===== src/rtl/ppc_pkg.sv =====
`timescale 1ns / 1ps
`default_nettype none
package ppc_pkg;
  localparam int PaletteMax   = 8;
  localparam int SatFracBits  = 10;
  localparam int IdxW         = 3;
  localparam int DistW        = 18;
  localparam int SatW         = SatFracBits + 1;

  typedef enum logic [2:0] {
    REG_PAIR_A   = 3'd0,
    REG_PAIR_B   = 3'd1,
    REG_PAIR_C   = 3'd2,
    REG_PAIR_D   = 3'd3,
    REG_COUNT    = 3'd4,
    REG_BRIGHT   = 3'd5,
    REG_SAT      = 3'd6,
    REG_UNUSED   = 3'd7
  } reg_idx_e;

  typedef struct packed {
    logic [7:0] r;
    logic [7:0] g;
    logic [7:0] b;
  } rgb_t;

  typedef struct packed {
    rgb_t [PaletteMax-1:0] pal;
    logic [3:0]            count;
    logic [7:0]            bthr;
    logic [SatW-1:0]       sthr;
  } cfg_t;

  function automatic logic [7:0] absdiff8(input logic [7:0] a, input logic [7:0] b);
    absdiff8 = (a > b) ? (a - b) : (b - a);
  endfunction
endpackage
`default_nettype wire


===== src/rtl/ppc_cfg.sv =====
`timescale 1ns / 1ps
`default_nettype none
module ppc_cfg (
  input  wire logic         clk_i,
  input  wire logic         rst_ni,
  input  wire logic         cfg_we_i,
  input  wire logic [2:0]   cfg_idx_i,
  input  wire logic [47:0]  cfg_data_i,
  output ppc_pkg::cfg_t     cfg_o
);
  import ppc_pkg::*;

  logic [47:0]     pair_q [4];
  logic [3:0]      count_q;
  logic [7:0]      bthr_q;
  logic [SatW-1:0] sthr_q;

  always_ff @(posedge clk_i or negedge rst_ni) begin
    if (!rst_ni) begin
      for (int k = 0; k < 4; k++) pair_q[k] <= '0;
      count_q <= 4'd6;
      bthr_q  <= 8'd64;
      sthr_q  <= SatW'(205);
    end else if (cfg_we_i) begin
      case (reg_idx_e'(cfg_idx_i))
        REG_PAIR_A: pair_q[0] <= cfg_data_i;
        REG_PAIR_B: pair_q[1] <= cfg_data_i;
        REG_PAIR_C: pair_q[2] <= cfg_data_i;
        REG_PAIR_D: pair_q[3] <= cfg_data_i;
        REG_COUNT:  count_q   <= cfg_data_i[3:0];
        REG_BRIGHT: bthr_q    <= cfg_data_i[7:0];
        REG_SAT:    sthr_q    <= cfg_data_i[SatW-1:0];
        default: ;
      endcase
    end
  end

  always_comb begin
    for (int k = 0; k < PaletteMax; k++) begin
      cfg_o.pal[k] = pair_q[k/2][(k%2)*24 +: 24];
    end
    cfg_o.count = count_q;
    cfg_o.bthr  = bthr_q;
    cfg_o.sthr  = sthr_q;
  end
endmodule
`default_nettype wire


===== config.mk =====
export PLATFORM = sky130hd
export DESIGN_NAME = ppc_cfg
export DESIGN_NICKNAME = d
export VERILOG_FILES = /design/src/rtl/ppc_pkg.sv /design/src/rtl/ppc_cfg.sv
export SDC_FILE = /design/constraint.sdc
export NUM_CORES = 1
export LEC_CHECK = 0
export ABC_AREA = 1
export BUFFER_PORTS_ARGS = -buffer_cell sky130_fd_sc_hd__buf_4
export CORE_UTILIZATION = 46
export CTS_BUF_LIST = sky130_fd_sc_hd__clkbuf_16
export DETAILED_ROUTE_END_ITERATION = 6
export HOLD_SLACK_MARGIN = 0.1
export PLACE_DENSITY = 0.76
export SETUP_SLACK_MARGIN = 0.05
export SLEW_MARGIN = 40
export SYNTH_ARGS = -nofsm -noshare
export SYNTH_HDL_FRONTEND = slang
export SYNTH_SLANG_ARGS = --single-unit

===== constraint.sdc =====
create_clock -name clk_i -period 0.8 [get_ports clk_i]
set_input_delay 0.12 -clock clk_i [delete_from_list [all_inputs] [get_ports clk_i]]
set_output_delay 0.12 -clock clk_i [all_outputs]
set_load 0.02 [all_outputs]

# After elaboration in Yosys (flattened, before gate mapping)
# Index checks and enable logic that the tools add are counted.
[totals]
reg_bits = 215
out_inout_bits = 215
elab_cells = 21
[op_classes]
n_eq_ne = 6
n_reduce_logical = 8
[op_table]
columns = ["operator", "count"]
rows = [
  ["$reduce_and A2 Y1", 7],
  ["$eq A3 B3 Y1 const B", 3],
  ["$eq A3 B2 Y1 const B", 2],
  ["$eq A3 B1 Y1 const B", 1],
  ["$logic_not A3 Y1", 1],
]

# Depth between registers and ports, before layout
[depth]
word_depth = 2
depth_mapped = 8
depth_no_buf = 5

# Worst setup path after synthesis
# OpenSTA, ideal clock, no wires.
[synth_path]
kind = "input to register"
from = "input port cfg_we_i"
to = "register pair_q, in the netlist cfg_o[36]"
t_arrival_ns = 0.915
t_required_ns = 0.683
path_slack_ns = -0.232
path_stages = 8
path_cell_list = "inv_2 -> nor2_2 -> buf_4 -> nand2_1 -> buf_2 -> buf_2 -> nand2_1 -> nand2_1"
[synth_via]
elab_chain_len = 1
[synth_rtl]
columns = ["item", "line_no", "rtl"]
rows = [
  ["start: declaration", "ppc_cfg.sv:6", "input wire logic cfg_we_i,"],
  ["$reduce_and A2 Y1 (no line)", "-", ""],
  ["end: declaration", "ppc_cfg.sv:13", "logic [47:0] pair_q [4];"],
]
# No other way between the ends.
# A chain may end at the register's enable or synchronous reset.

# Worst setup path in the final report
[layout_path]
from = "register count_q[2]"
to = "output port cfg_o[21] in the netlist's numbering"
[layout_rtl]
columns = ["item", "line_no", "rtl"]
rows = [
  ["start: declaration", "ppc_cfg.sv:14", "logic [3:0] count_q;"],
  ["start signal: assignment", "ppc_cfg.sv:30", "REG_COUNT: count_q <= cfg_data_i[3:0];"],
  ["end: declaration", "ppc_cfg.sv:9", "output ppc_pkg::cfg_t cfg_o"],
]
# No word-level cell between the ends.

==> run metrics <==
Num CTS Buffers 23; Max VDD drop 0.00209 V; required time of the critical path slightly below 700 ps; number of routed nets with antenna violations 0; RD Place Congestion 0.838; Worst-Skew Late Latency 490 ps; pwr dens 2660 nW/um2; Hold Path Cell Cnt 5; Crit Path Category reg2out; Ports 269; synthesized flop and latch total 215; vias in the first global route around 8500; r2r setup slk -110 ps; Fin. Hold Viols 0; Rel. slew slack between 60% and 70%; CP max stage delay 540 ps; post-synthesis sequential area ratio 64.4%; synthesis-to-finish area growth 72.7%; Slew @ Worst Pin 523 ps; gr ovfl total 0; CP Launch Type flop; Post-CTS Hold Buffers 49; commonest non-fill, non-tap cells in the layout nand2_1 (407), buf_6 (272), dfrtp_1 (207); most common cell after layout, fill and taps aside nand2_1; Global Route met1 Usage 37.2%; failing checks negative setup slack; Critical Path, Cell by Cell buf_6; PortBufs between 200 and 300; synthesized cell area between 8000 and 9000 um2; pin count of the biggest net entering global routing 39; share of layout cells above drive strength 1 41.3%; worst r2r dst cfg_o[107]; initial antenna violation count 1; Clock Skews 0 ps; DRT Pass-1 Iters 6; DIE WIDTH about 140 um; Unique masters post-synth 12; Hold Path End cfg_o[72]; first-pass GRT wire length 44.8 mm; Max clock buf depth 3; Via Count about 9000; H-tree depth 1; Buf/Inv on CP 1; final setup fails 230; GRT Total Usage a little under a third; drt wl/cell 20.7 um; Cells after Synth 943; clk sinks 215; Critical R2R Launch cfg_o[107]; Filler cells between 800 and 900; met3 Use GR under 10%; Worst-path clk slew 60 ps; leak pwr between 7 and 8 nW; Min-Delay Startpoint cfg_idx_i[2]; drt via density around 5.5; sequential cell area 5390 um2; Tmin final 1280 ps; die footprint ~19000 um2; YS warnings 0; drt drc 0; final slew viol count 0; pre-CTS setup slack -347 ps; FP Rows 48; Tcrit/Tclk final 160%; clk root buf clkbuf_16; Final nets 1444; Crit path max-delay family flip-flops; met2 GRT Util 52.9%; outcome finished, violations left; Crit. End Element primary output; area of the multi-input gates 3020 um2; final worst slack -480 ps; critical path's slowest cell dfstp_2; Core Area 17500 um2; Min-Delay Path Class in2reg; Max Fclk between 700 and 800 MHz; CP max FO 2; Max Cap Viol 0; hpwl dp 17.4 mm; RSZ-0062 raised after global routing true; Final Cell Area 14500 um2; CTS tree done; Reg2Reg Depth 2; detailed router's first-iteration violation count 803; Initial Util 47.7%; syn_nets around 1000; post-place instance area around 11000 um2; WP data arrival between 1000 and 1500 ps; Die Y 137 um; global routing's busiest layer met2; Avg Cell Area, Syn ~9 um2; Routed WL 33.7 mm
cell usage after synthesis, drive strengths merged:
library cell	number	share of area [%]
dfstp	8	2.5
nand2	509	23
dfrtp	207	62
buf	32	2.0
clkbuf	26	1.2
inv	6	0.27
nand3	148	8.9
nor2	7	0.43
flip-flops by register name, summed over array words and instances, names as in the netlist:
register  count
bthr_q        8
cfg_o       192
count_q       4
sthr_q       11
repair_timing:
| action | CTS | global route |
|---|---|---|
| setup endpoints to repair | 215 | 277 |
| gates cloned | 0 | 0 |
| gates resized for setup | 217 | 161 |
| pin swaps | 3 | 53 |
| buffers inserted | 64 | 66 |
| endpoints found under the hold margin | 430 | 1 |
logic make-up after synthesis:
logic type | Yosys count | share of synthesized area (%)
buffers and inverters | 64 | 3.44
DFF | 215 | 64.4
and+or+nand+nor | 664 | 32.1
area by class of cell:
class                           count  area share [%]
Sequential cell                   215            37.3
Timing Repair Buffer              480            35.0
Multi-Input combinational cell    664            20.9
Clock buffer                       23            3.98
Tap cell                          225            1.95
Clock inverter                     17           0.675
Inverter                            6           0.208
Antenna cell                        1          0.0173
power by group:
part | total, mW | switching [mW] | internal, mW
sequential | 14.8 | 1.85 | 13.0
clock | 9.89 | 4.38 | 5.51
combinational | 13.7 | 6.72 | 6.96
total | 38.4 | 13.0 | 25.5
stage by stage:
stage                     util [%]  power, mW  setup TNS [ps]  instances  hold slack (ps)
after floorplan                  -       18.7          -10730        943             -176
after global placement        63.6       23.5          -50920       1432             68.0
after detailed placement      63.6       23.7          -59370       1432             61.8
after CTS                     77.6       36.1          -77550       1585             88.1
after global routing          82.4       39.7          -84050       1630             96.2
final                         82.4       38.4          -78650       1631             86.9
worst reg2reg max path: stages (launching register included):
cell	delay (ps)
dfrtp_1	400
nand2_1	200
nand2_1	160
per-layer routing:
metal	part of all wire, %	up-vias	wire length, um
met5	0	-	0
met4	5.7	0	1920
met3	11	167	3680
met2	49	670	16500
met1	34	4354	11600
li1	-	3847	-
how the worst max path moves through the flow:
stage	from	end	slack, ps	cells after the start
4_1_cts	sthr_q[3]	cfg_o[3]	-490	1
3_3_place_gp	cfg_we_i	bthr_q[6]	-290	6
2_1_floorplan	cfg_we_i	cfg_o[36]	-100	8
6_report	count_q[2]	cfg_o[21]	-480	1
5_1_grt	sthr_q[3]	cfg_o[3]	-510	1
3_5_place_dp	cfg_we_i	cfg_o[104]	-350	7
Note: power is estimated with default switching activity, not from simulation.
