### config.mk
export PLATFORM = sky130hd
export DESIGN_NAME = ppc_nearest
export DESIGN_NICKNAME = d
export VERILOG_FILES = /design/src/rtl/ppc_pkg.sv /design/src/rtl/ppc_nearest.sv
export SDC_FILE = /design/constraint.sdc
export NUM_CORES = 2
export LEC_CHECK = 0
export ABC_AREA = 1
export ABC_CLOCK_PERIOD_IN_PS = 23700
export BUFFER_PORTS_ARGS = -buffer_cell sky130_fd_sc_hd__clkbuf_2
export CAP_MARGIN = 20
export CORE_MARGIN = 3
export CORE_UTILIZATION = 40
export DETAILED_ROUTE_END_ITERATION = 10
export SLEW_MARGIN = 10
export SYNTH_ARGS = -nofsm -noshare
export SYNTH_HDL_FRONTEND = slang
export SYNTH_SLANG_ARGS = --single-unit
export TNS_END_PERCENT = 1
### constraint.sdc
create_clock -name clk_i -period 23.7 [get_ports clk_i]
set_input_delay 3.555 -clock clk_i [delete_from_list [all_inputs] [get_ports clk_i]]
set_output_delay 3.555 -clock clk_i [all_outputs]
set_load 0.005 [all_outputs]
### src/rtl/ppc_pkg.sv
`timescale 1ns / 1ps
`default_nettype none
package ppc_pkg;
  localparam int PaletteMax   = 8;
  localparam int SatFracBits  = 10;
  localparam int IdxW         = 3;
  localparam int DistW        = 18;
  localparam int SatW         = SatFracBits + 1;

  typedef enum logic [2:0] {
    REG_PAIR_A   = 3'd0,
    REG_PAIR_B   = 3'd1,
    REG_PAIR_C   = 3'd2,
    REG_PAIR_D   = 3'd3,
    REG_COUNT    = 3'd4,
    REG_BRIGHT   = 3'd5,
    REG_SAT      = 3'd6,
    REG_UNUSED   = 3'd7
  } reg_idx_e;

  typedef struct packed {
    logic [7:0] r;
    logic [7:0] g;
    logic [7:0] b;
  } rgb_t;

  typedef struct packed {
    rgb_t [PaletteMax-1:0] pal;
    logic [3:0]            count;
    logic [7:0]            bthr;
    logic [SatW-1:0]       sthr;
  } cfg_t;

  function automatic logic [7:0] absdiff8(input logic [7:0] a, input logic [7:0] b);
    absdiff8 = (a > b) ? (a - b) : (b - a);
  endfunction
endpackage
`default_nettype wire

### src/rtl/ppc_nearest.sv
`timescale 1ns / 1ps
`default_nettype none
// Squared distance to every palette entry, then a registered argmin tree.
module ppc_nearest (
  input  wire logic            clk_i,
  input  wire logic            en_i,
  input  ppc_pkg::rgb_t        pix_i,
  input  ppc_pkg::cfg_t        cfg_i,
  output logic [ppc_pkg::IdxW-1:0] idx_o
);
  import ppc_pkg::*;

  logic [DistW-1:0] d_q [PaletteMax];
  logic [3:0]       n;
  logic [DistW-1:0] l1d_q [4];
  logic [IdxW-1:0]  l1i_q [4];
  logic [DistW-1:0] l2d_q [2];
  logic [IdxW-1:0]  l2i_q [2];
  logic [IdxW-1:0]  idx_q;

  always_comb begin
    n = cfg_i.count;
    if (n < 4'd2) n = 4'd2;
    if (n > 4'(PaletteMax)) n = 4'(PaletteMax);
  end

  always_ff @(posedge clk_i) begin
    if (en_i) begin
      for (int k = 0; k < PaletteMax; k++) begin
        logic [7:0] dr, dg, db;
        dr = absdiff8(pix_i.r, cfg_i.pal[k].r);
        dg = absdiff8(pix_i.g, cfg_i.pal[k].g);
        db = absdiff8(pix_i.b, cfg_i.pal[k].b);
        // Unused entries get the maximum distance and lose every tie.
        d_q[k] <= (4'(k) < n) ? (DistW'(dr*dr) + DistW'(dg*dg) + DistW'(db*db))
                              : '1;
      end
      for (int k = 0; k < 4; k++) begin
        if (d_q[2*k+1] < d_q[2*k]) begin
          l1d_q[k] <= d_q[2*k+1];
          l1i_q[k] <= IdxW'(2*k+1);
        end else begin
          l1d_q[k] <= d_q[2*k];
          l1i_q[k] <= IdxW'(2*k);
        end
      end
      for (int k = 0; k < 2; k++) begin
        if (l1d_q[2*k+1] < l1d_q[2*k]) begin
          l2d_q[k] <= l1d_q[2*k+1];
          l2i_q[k] <= l1i_q[2*k+1];
        end else begin
          l2d_q[k] <= l1d_q[2*k];
          l2i_q[k] <= l1i_q[2*k];
        end
      end
      idx_q <= (l2d_q[1] < l2d_q[0]) ? l2i_q[1] : l2i_q[0];
    end
  end

  assign idx_o = idx_q;
endmodule
`default_nettype wire

Word-level counts from Yosys, hierarchy flattened --
Memory sizes are Yosys's and may differ from the RTL's. Cells that the tools add are included.
Operators by class: add/subtract/negate cells 64, multipliers 24, divide/modulo/power cells 0, magnitude comparators 41, equality and inequality tests 0, shift operators 0, muxes and demuxes 85, bitwise gates (word level) 12, reductions and logical operators 0
Operator list (number):
- 8-bit by 8-bit multiplier with 16-bit output | 24
- 8-bit subtractor | 48
- 18-bit 2-to-1 mux | 14
- 8-bit greater-than comparator | 24
- 8-bit 2-to-1 mux | 24
- 17-bit by 16-bit adder with 18-bit output | 8
- 16-bit by 16-bit adder with 17-bit output | 8
- 18-bit < comparator | 7
- 1-bit 2-to-1 mux | 38
- 3-bit 2-to-1 mux | 7
- 3-bit by 4-bit < comparator with 1-bit output (first input constant) | 4
- 1-bit OR | 12
- 1-bit by 4-bit < comparator with 1-bit output (first input constant) | 2
- 2-bit by 4-bit < comparator with 1-bit output (first input constant) | 2
- 4-bit 2-to-1 mux | 2
- 4-bit greater-than comparator (second input constant) | 1
- 4-bit by 2-bit < comparator with 1-bit output (second input constant) | 1
Storage, ports and cells: register bits 3, latch bits 0, RAM bits 270, ROM bits 0, bits of input ports 241, output and inout bits 3, logic and storage cells 232, memories kept 5
Memories:
- d_q | words 8, width 18, read ports 8, clocked after memory_dff 0, write ports 8, RTL line ppc_nearest.sv:13 | logic [DistW-1:0] d_q [PaletteMax];
- l1d_q | words 4, width 18, read ports 4, clocked after memory_dff 0, write ports 4, RTL line ppc_nearest.sv:15 | logic [DistW-1:0] l1d_q [4];
- l2d_q | words 2, width 18, read ports 2, clocked after memory_dff 0, write ports 2, RTL line ppc_nearest.sv:17 | logic [DistW-1:0] l2d_q [2];
- l1i_q | words 4, width 3, read ports 4, clocked after memory_dff 0, write ports 4, RTL line ppc_nearest.sv:16 | logic [IdxW-1:0] l1i_q [4];
- l2i_q | words 2, width 3, read ports 2, clocked after memory_dff 0, write ports 2, RTL line ppc_nearest.sv:18 | logic [IdxW-1:0] l2i_q [2];

Logic depth before layout (Yosys ltp) --
depth in word-level cells 6, gate-level depth with buffers 38, mapped depth without buffers 37

Worst setup path before layout --
OpenSTA, ideal clock, no wires.
kind input-to-reg, start in pix_i[16] (netlist name), end mem d_q[5][13] (netlist: d_q[1][31]), data pin, setup time 268 ps, arrival time 10174 ps, required time 23432 ps, setup slack 13258 ps, stages on the path 35, path buffers 0, cell sequence inv_1 > ha_1 > inv_1 > fa_1 > nand3_1 > nand3_1 > nand2_1 > nand2_1 > nand2_4 > inv_2 > nand2_1 > nand2_2 > nor2_1 > inv_1 > fa_1 > inv_1 > fa_1 > inv_1 > fa_1 > inv_1 > fa_1 > fa_1 > inv_1 > fa_1 > fa_1 > inv_1 > ha_1 > a21oi_1 > o21ai_1 > a21boi_0 > nor2_1 > nand2_1 > nand2_1 > nand2_1 > nand3_1
RTL lines:
- start, declared | RTL line ppc_nearest.sv:7 | input ppc_pkg::rgb_t pix_i,
- end, declared | RTL line ppc_nearest.sv:13

==> results.ini <==
[run_status]
status = finished, final reports clean

[global_routing]
grt_max_degree = 102
grt-ovfl-total = 0
grt_pass1_vias = 63470
antenna_found_initial = 43
grt_usage_pct = 23.07
grt_first_pass_wirelength_um = 353600

[critical_path]
critPathSlowestCell = ha_1
r2r_start = l1d_q[0][3]
ff2ff_setup_slack_ns = 20.42
reg2regPathDepth = 9
cp_data_arrival_time_ns = 12.23
cp_slowest_stage_delay_ns = 0.73
start_kind = primary input
cp.required_ns = 24.00
end_kind = flip-flop
cpMostUsedCell = fa_1
timing.rr.end = l2d_q[0][12]
path_max_fanout = 11
critical_path_class = primary input to flip-flop

[routing]
drc = 0
dr.pass1.iters = 9
vias = 62630
wire_per_inst_um = 17.94
wl_um = 227300
drt_iter0_drc = 4008
viasPerCell = 4.944
detail-route-antenna-nets = 0

[cts]
clock_latency_ns = 0.59
cts_setup_buffers = 0
clock-root-buffer = clkbuf_16
numCtsBuffers = 29
hold_buffers = 0
cts_max_level = 1
clockBufferDepth = 3
path_clk_slew_ns = 0.06
post_cts_resized = 0
cts_tree = done
cts_sinks = 263

[cells_and_area]
drive_above_1_share_pct = 7.904
fill_cells = 19430
final_common_cell = inv_1
final_cell_mix = inv_1, nand2_1, ha_1
nets = 12560
stdcell_count = 12670
area_growth_pct = 6.627

[sta]
period_needed_ns = 11.94
final_hold_viol_count = 0
finalClockSkew_ns = 0.01157
period_share_pct = 50.37
fin_ws_ns = 11.76
setup_viol = 0
grt_setup_unrepaired = false
finalSetupTns_ns = 0
finalMaxSlewViolations = 0
slew_headroom_pct = 25.04
fmax_mhz = 83.77
hold_slack_ns = 0.4964
worstMarginPinSlew_ns = 1.123

[die]
core_region_area_um2 = 190600
die_w_um = 444.5
start_util_pct = 40.35
num_rows = 160
die_area_um2 = 197500
fp.dieH_um = 444.5
io_pins = 244

[placement]
port_buffers = 224
dp_slack_ns = 11.21
gp_congestion = 0.9409
dp_hpwl_um = 194900
placedCellCount = 12580

[synth]
synth_simple_gate_area_share_pct = 21.09
ys.flop_type = edfxtp_1
synthArstFlopShare_pct = 0
yosysWarnings = 0
syn-num-nets = 12380
synth_cell_types = 50
synth_edf_count = 262
syn_area_um2 = 76900
synthMuxAreaShare_pct = 0
synth_top_family_by_area = adder cells
synth_compound_area_share_pct = 5.680
avgSynthCellArea_um2 = 7.752
ys_ff_latch = 263
synth_cells = 9920
ys_seq_area_share_pct = 10.26
synth_fa_ha_area_share_pct = 46.90
synth-xor-area-share_pct = 2.369

[worst_hold_path]
holdCritStartpoint = l1i_q[2][0]
hp-class = flip-flop to flip-flop
min_to = l1i_q[2][0]
holdPathStages = 2

[run]
timing.max_cap.violations = 0

[worst max path at each step]
stage / from / end / cells past startpoint
finish: pix_i[0] / d_q[1][35] / 31
global route: pix_i[16] / d_q[0][52] / 34
CTS: pix_i[0] / d_q[1][35] / 31
detailed placement: pix_i[0] / d_q[1][35] / 31
global placement: pix_i[0] / d_q[1][31] / 32
floorplan: pix_i[16] / d_q[1][31] / 35
[cell usage after synthesis (2+ instances only)]
library cell,instances,share of area [%]
a21oi_2,12,0.14
edfxtp_1,262,10
buf_1,3,0.015
o21ai_1,35,0.23
o211ai_1,12,0.12
nor2_4,15,0.22
fa_1,1108,29
or2_2,36,0.29
a21o_1,28,0.27
ha_1,1110,18
nor3_1,34,0.22
nor2_2,55,0.45
nand4_1,87,0.71
nand3b_1,5,0.049
buf_6,8,0.12
clkinv_1,2,0.0098
xor2_1,127,1.4
buf_2,46,0.30
nand3_2,21,0.27
nand4_2,2,0.033
buf_4,27,0.26
o21ai_4,7,0.15
nand2b_1,5,0.041
o21ai_2,23,0.26
a31o_2,2,0.023
nand3_1,484,3.1
a31oi_1,13,0.11
o21a_1,48,0.47
a21boi_0,13,0.13
inv_1,2520,12
inv_2,97,0.47
nor2_1,746,3.6
a21oi_1,341,2.2
inv_4,7,0.057
o21bai_1,76,0.74
xnor2_1,81,0.92
nand2_2,161,1.3
a21boi_1,6,0.059
nand2_1,2058,10
o21ai_0,114,0.74
clkbuf_1,34,0.17
nand2_4,41,0.60
[flip-flops by register name, indices dropped and copies added, names as in the netlist]
register and count:
d_q 144, idx_o 3, l1d_q 72, l1i_q 4, l2d_q 36, l2i_q 4
[worst max-delay path, delay by kind of cell]
family / cells / cell delay [ns]
compound gates: 3 / 0.63
fa+ha+maj: 9 / 4.59
buf+inv: 9 / 2.09
simple gates: 10 / 1.28
[cell families after synthesis]
logic type / Yosys count
simple gates: 3755
flops: 263
xor+xnor: 208
buf+inv: 2744
compound gates: 732
fa+ha+maj: 2218
[metrics by stage]
stage	util, %	instance area (um^2)
final	43.02	82000
after CTS	42.97	81890
after global placement	42.40	80810
after detailed placement	42.40	80810
after global routing	43.01	81970
after floorplan	-	76900
[metal layers]
layer,routed length (um),global-route usage [%],up-vias
li1,-,-,30270
met1,91440,28.65,30470
met2,111200,39.73,1547
met3,11390,2.286,342
met4,13240,11.95,8
met5,51,0,-
[cell type report]
type	instances	area, um^2	share of cell area (%)
Inverter	2626	9874	12.04
Antenna cell	35	87.58	0.1068
Clock inverter	21	316.6	0.3861
Sequential cell	263	7888	9.619
Multi-Input combinational cell	6913	58480	71.32
Timing Repair Buffer	265	1451	1.770
Tap cell	2511	3142	3.832
Clock buffer	33	760.7	0.9278
Power is not shown: default switching activity piles up to over one toggle a cycle in this logic, so the estimate is an artifact.
