$ cat src/rtl/ppc_pkg.sv
`timescale 1ns / 1ps
`default_nettype none
package ppc_pkg;
  localparam int PaletteMax   = 8;
  localparam int SatFracBits  = 10;
  localparam int IdxW         = 3;
  localparam int DistW        = 18;
  localparam int SatW         = SatFracBits + 1;

  typedef enum logic [2:0] {
    REG_PAIR_A   = 3'd0,
    REG_PAIR_B   = 3'd1,
    REG_PAIR_C   = 3'd2,
    REG_PAIR_D   = 3'd3,
    REG_COUNT    = 3'd4,
    REG_BRIGHT   = 3'd5,
    REG_SAT      = 3'd6,
    REG_UNUSED   = 3'd7
  } reg_idx_e;

  typedef struct packed {
    logic [7:0] r;
    logic [7:0] g;
    logic [7:0] b;
  } rgb_t;

  typedef struct packed {
    rgb_t [PaletteMax-1:0] pal;
    logic [3:0]            count;
    logic [7:0]            bthr;
    logic [SatW-1:0]       sthr;
  } cfg_t;

  function automatic logic [7:0] absdiff8(input logic [7:0] a, input logic [7:0] b);
    absdiff8 = (a > b) ? (a - b) : (b - a);
  endfunction
endpackage
`default_nettype wire

$ cat src/rtl/ppc_sat_div.sv
`timescale 1ns / 1ps
`default_nettype none
// Pipelined restoring divider: (diff << SatFracBits) / mx, one quotient
// bit per stage. Side data rides along; all stages advance on en_i.
module ppc_sat_div (
  input  wire logic             clk_i,
  input  wire logic             en_i,
  input  wire logic [7:0]       diff_i,
  input  wire logic [7:0]       mx_i,
  output logic [ppc_pkg::SatW-1:0] sat_o
);
  import ppc_pkg::*;

  localparam int NumBits = SatFracBits + 8;
  localparam int RemW    = 9;

  logic [NumBits-1:0] num_q [NumBits+1];
  logic [RemW-1:0]    rem_q [NumBits+1];
  logic [7:0]         den_q [NumBits+1];
  logic [NumBits-1:0] quo_q [NumBits+1];

  always_comb begin
    num_q[0] = {diff_i, SatFracBits'(0)};
    rem_q[0] = '0;
    den_q[0] = mx_i;
    quo_q[0] = '0;
  end

  for (genvar s = 0; s < NumBits; s++) begin : g_stage
    logic [RemW-1:0] trial;
    logic            ge;
    assign trial = {rem_q[s][RemW-2:0], num_q[s][NumBits-1-s]};
    assign ge    = trial >= {1'b0, den_q[s]};
    always_ff @(posedge clk_i) begin
      if (en_i) begin
        num_q[s+1] <= num_q[s];
        den_q[s+1] <= den_q[s];
        rem_q[s+1] <= ge ? (trial - {1'b0, den_q[s]}) : trial;
        quo_q[s+1] <= quo_q[s] | (NumBits'(ge) << (NumBits-1-s));
      end
    end
  end

  // diff <= mx, so the quotient never exceeds 2^SatFracBits.
  assign sat_o = (den_q[NumBits] == 8'd0) ? '0 : quo_q[NumBits][SatW-1:0];
endmodule
`default_nettype wire

$ cat config.mk
export PLATFORM = sky130hd
export DESIGN_NAME = ppc_sat_div
export DESIGN_NICKNAME = d
export VERILOG_FILES = /design/src/rtl/ppc_pkg.sv /design/src/rtl/ppc_sat_div.sv
export SDC_FILE = /design/constraint.sdc
export NUM_CORES = 1
export LEC_CHECK = 0
export ABC_AREA = 1
export ABC_CLOCK_PERIOD_IN_PS = 5440
export BUFFER_PORTS_ARGS = -buffer_cell sky130_fd_sc_hd__clkbuf_2
export CORE_MARGIN = 5
export CORE_UTILIZATION = 60
export CTS_BUF_LIST = sky130_fd_sc_hd__clkbuf_8
export DETAILED_ROUTE_END_ITERATION = 10
export HOLD_SLACK_MARGIN = 0.08
export PLACE_DENSITY_LB_ADDON = 0.08
export SETUP_SLACK_MARGIN = 0.2
export SYNTH_ARGS = -nofsm -noshare
export SYNTH_HDL_FRONTEND = slang
export SYNTH_SLANG_ARGS = --single-unit
$ cat constraint.sdc
create_clock -name clk_i -period 5.44 [get_ports clk_i]
set_input_delay 0.272 -clock clk_i [delete_from_list [all_inputs] [get_ports clk_i]]
set_output_delay 0.272 -clock clk_i [all_outputs]
set_load 0.01 [all_outputs]
== Word level (Yosys, flattened, before mapping) ==
Cells that the tools add are included.

* Mux-type cells: 18
* Bitwise operators: 17
* Add/sub/neg operators: 17
* Reduce and logical (&&, ||, !) cells: 1
* $lt $le $gt $ge: 18

{| class="wikitable"
|+ Operators with widths
! cell !! number
|-
| 9-bit by 8-bit >= comparator with 1-bit output || 17
|-
| 8-bit 2-to-1 mux || 16
|-
| 8-bit subtractor || 16
|-
| 11-bit by 1-bit OR with 11-bit output, second input constant || 5
|-
| 11-bit 2-to-1 mux || 1
|-
| 11-bit by 1-bit OR with 11-bit output || 1
|-
| 11-bit by 10-bit OR with 11-bit output || 1
|-
| 11-bit OR || 1
|-
| 11-bit by 2-bit OR with 11-bit output || 1
|-
| 11-bit by 3-bit OR with 11-bit output || 1
|-
| 11-bit by 4-bit OR with 11-bit output || 1
|-
| 11-bit by 5-bit OR with 11-bit output || 1
|-
| 11-bit by 6-bit OR with 11-bit output || 1
|-
| 11-bit by 7-bit OR with 11-bit output || 1
|-
| 11-bit by 8-bit OR with 11-bit output || 1
|-
| 11-bit by 9-bit OR with 11-bit output || 1
|-
| 1-bit by 8-bit >= comparator with 1-bit output || 1
|-
| 8-bit zero test || 1
|-
| 1-bit by 8-bit subtractor with 8-bit output || 1
|-
| 1-bit 2-to-1 mux || 1
|-
| 1-bit OR, both inputs constant || 1
|}

* Word-level logic and storage cells: 140
* Bits of input ports: 18
* Bits in registers: 495

== Depth between registers and ports, before layout ==
* Word-level depth: 2
* Depth in mapped cells: 13

== Worst setup path before layout ==
OpenSTA, ideal clock, no wires.

* Path kind: reg2reg
* From: reg den_q[57] in the netlist's numbering
* To: reg rem_q (netlist bit g_stage[12].trial[8]) (data pin)
* Data arrival time: 1.577 ns
* Data required time: 5.187 ns
* Path slack: 3.610 ns
* Cell stages (with the launch flop): 12
* Path through: edfxtp_1 -> inv_1 -> ha_1 -> ha_1 -> nand2_1 -> nor2_1 -> nand2_1 -> nand2_1 -> nor2_2 -> nand2_2 -> nand2_1 -> nand2_1

* Word-level cells in the longest chain between the ends: 2
* Elaborated cells on any way between the ends: 3
* Those cells by class: add/sub (1); order compare (1); mux (1)

{| class="wikitable"
|+ RTL lines
! element !! line !! source
|-
| from (decl) || ppc_sat_div.sv:19 || <nowiki>logic [7:0] den_q [NumBits+1];</nowiki>
|-
| from (signal, indexed assignment) || ppc_sat_div.sv:37 || <nowiki>den_q[s+1] <= den_q[s];</nowiki>
|-
| 9-bit by 8-bit >= comparator with 1-bit output || ppc_sat_div.sv:33 || <nowiki>assign ge = trial >= {1'b0, den_q[s]};</nowiki>
|-
| net g_stage[11].ge || ppc_sat_div.sv:31 || <nowiki>logic ge;</nowiki>
|-
| 8-bit 2-to-1 mux || ppc_sat_div.sv:38 || <nowiki>rem_q[s+1] <= ge ? (trial - {1'b0, den_q[s]}) : trial;</nowiki>
|-
| to (signal, indexed assignment) || ppc_sat_div.sv:38 ||
|-
| to (decl) || ppc_sat_div.sv:18 || <nowiki>logic [RemW-1:0] rem_q [NumBits+1];</nowiki>
|}

The timed path passes the listed nets, and every way through them passes these cells.
A chain may end at the register's enable or synchronous reset.

== Worst setup path after layout ==
* From: reg den_q[1] in the netlist's numbering
* To: out sat_o[9] in the netlist's numbering

* Word-level cells in the longest chain between the ends: 2

{| class="wikitable"
|+ RTL lines
! element !! line !! source
|-
| 8-bit zero test || ppc_sat_div.sv:45 || <nowiki>assign sat_o = (den_q[NumBits] == 8'd0) ? '0 : quo_q[NumBits][SatW-1:0];</nowiki>
|-
| 11-bit 2-to-1 mux || ppc_sat_div.sv:45 ||
|-
| to (decl) || ppc_sat_div.sv:10 || <nowiki>output logic [ppc_pkg::SatW-1:0] sat_o</nowiki>
|}

No other way between the ends.

==> results.sh <==
export IMPL_grt_pass1_vias=13900
export IMPL_htreeDepth=2
export IMPL_status="finished clean"
export IMPL_nFillCells=2685
export IMPL_grt_remaining_overflow=0
export IMPL_grt_max_degree=143
export IMPL_synth_top_area_frac=0.552
export IMPL_drc=0
export IMPL_place_inst=2630
export IMPL_grt_first_pass_wirelength_um=67000
export IMPL_worst_path_buf_inv=1
export IMPL_syn_mean_instance_area_um2=9.44
export IMPL_root_buffer="clkbuf_8"
export IMPL_finalHoldViolCount=0
export IMPL_postCtsResizedCells=0
export IMPL_ys_seq_area_frac=0.552
export IMPL_final_instance_count_excl_fill=2756
export IMPL_drt_pass1_iter_count=7
export IMPL_hp_class="in2reg"
export IMPL_track_usage=0.214
export IMPL_yosysTopAreaCell="edfxtp_1"
export IMPL_gp_congestion=0.892
export IMPL_die_area_um2=37700
export IMPL_cts_inserted_buffers=60
export IMPL_ir_drop_mv=0.304
export IMPL_clk_latency_ns=0.64
export IMPL_antenna_left=0
export IMPL_via_count=14100
export IMPL_cp_required_ns=5.17
export IMPL_ios=29
export IMPL_row_count=67
export IMPL_p_leak_uw=0.0109
export IMPL_fin_nets=2431
export IMPL_synth_nets=2326
export IMPL_max_cap_violations=0
export IMPL_die_w_um=194
export IMPL_fin_tns_setup_ns=0
export IMPL_antenna_found_initial=0
export IMPL_syn_to_final_growth_pct=10.9
export IMPL_worst_setup_path_end_kind="output pin"
export IMPL_die_h_um=194
export IMPL_critPathLaunchType="flop"
export IMPL_clock_skew_ns=0.0213
export IMPL_rsz0062_at_grt="false"
export IMPL_synthTopCellsByArea="edfxtp_1 55%, nand2_1 13%, ha_1 8.4%"
export IMPL_cts_sinks=374
export IMPL_syn_inst=2155
export IMPL_path_max_fanout=11
export IMPL_start_util=0.607
export IMPL_drive_above_1_share=0.0771
export IMPL_core_area_um2=33500
export IMPL_drt_total_wl_um=39900
export IMPL_period_minus_slack_ns=2.29
export IMPL_crit_type="reg2out"
export IMPL_clockBufferDepth=3
export IMPL_worst_pin_slew_ns=0.894
export IMPL_hpwl_um=29400
export IMPL_vias_per_cell=5.12
export IMPL_drt_iter0_markers=764
export IMPL_crit_chain="nor4_1 > and2_1 > nor2_1 > clkbuf_2"
export IMPL_cts_tree="done"
export IMPL_power_density_nw_per_um2=497
export IMPL_insertedDiodeCount=0
export IMPL_dp_slack_ns=3.30
export IMPL_drv_slew=0
export IMPL_crit_arrival_ns=2.01
export IMPL_synth_area_um2=20300
export IMPL_relSlewSlack=0.404
export IMPL_critical_path_top_delay_family="simple AND/OR/NAND/NOR gates"
export IMPL_port_buffers=28
export IMPL_cp_slowest_cell="and2_1"
export IMPL_ys_seq_elements=374
export IMPL_ys_warnings_count=0
export IMPL_final_cell_mix="687 x nand2_1, 400 x inv_1, 374 x edfxtp_1"
export IMPL_max_freq_mhz=437
export IMPL_detail_route_wl_per_cell_um=14.5
export IMPL_setup_viol_count_final=0
export IMPL_final_common_cell="nand2_1"
export IMPL_setup_slack_ns=3.15
export IMPL_yosysUniqueCellTypes=31
export IMPL_cts_clk_slew_worst_paths_ns=0.06
export IMPL_power_uw=11200
export IMPL_slowest_delay_ns=0.46
export IMPL_post_route_period_util=0.420
export IMPL_fin_util=0.673
-- cell type report --
class	count	area [µm²]	share of cell area
inverter	395	1480	0.0657
sequential	374	11200	0.498
multi-input combinational	1383	7610	0.337
timing repair buffer	46	350	0.0155
tap	448	561	0.0248
clock inverter	50	502	0.0222
clock buffer	60	826	0.0366
-- per-stage QoR --
step / instance area, µm² / hold slack, ns
global route: 22600 / 0.159
CTS: 22600 / 0.172
finish: 22600 / 0.164
floorplan: 20300 / 0.371
global placement: 21100 / 0.401
detailed placement: 21100 / 0.405
-- state kept, by name, summed over array words and instances (netlist names) --
signal,flops
den_q,144
g_stage.trial,143
num_q,21
quo_q,66
-- what timing repair did --
item / in CTS / in global routing
hold endpoints to repair: 19 / 0
buffers inserted: 0 / 0
hold buffers: 16 / 0
-- synth_stat cells (all sizes together) --
cell / instances
buf: 2
nor4: 3
nand4: 28
and2: 2
edfxtp: 374
ha: 137
nand2: 718
nand3: 216
o21ai: 3
a21boi: 1
o21a: 1
xnor2: 28
nor2: 114
or2: 7
fa: 16
inv: 395
nor3: 13
xor2: 20
a21oi: 70
nand3b: 6
clkbuf: 1
-- final timing paths --
kind              cells past startpoint                    to  slack [ns]       start
setup / recovery                      4              sat_o[9]        3.15    den_q[1]
hold / removal                        1            num_q[300]        0.16        en_i
setup reg to reg                     11  g_stage[12].trial[2]        3.28   den_q[57]
hold reg to reg                       0            quo_q[115]        0.41  quo_q[133]
-- where the power goes --
group          switching [µW]  internal, µW
logic                    2590          1520
clock network            1130          1520
registers                 397          4050
-- kinds of logic (layout without fill, tap and decap cells) --
family	after synthesis	count (layout)	synth area share
xor gates and xnor gates	48	48	0.0207
buffers and inverters	398	551	0.0742
and+or+nand+nor	1107	1107	0.233
AOI/OAI and AO/OA	75	75	0.0198
DFF	374	374	0.552
adders and majority gates	153	153	0.100
-- worst register-to-register path: cells and delay by family, from the launching register on --
family	cells	cell delay (ns)
adders and majority gates	2	0.55
buffers and inverters	1	0.07
DFF	1	0.42
and+or+nand+nor	8	0.89
-- routing by layer --
metal	global-route usage	up-vias	share of wire
met2	0.383	275	0.51
met3	0.0332	58	0.035
met4	0.0672	0	0.022
met5	0	-	0
met1	0.269	6539	0.43
li1	-	7247	-
(Power assumes the default switching activity.)
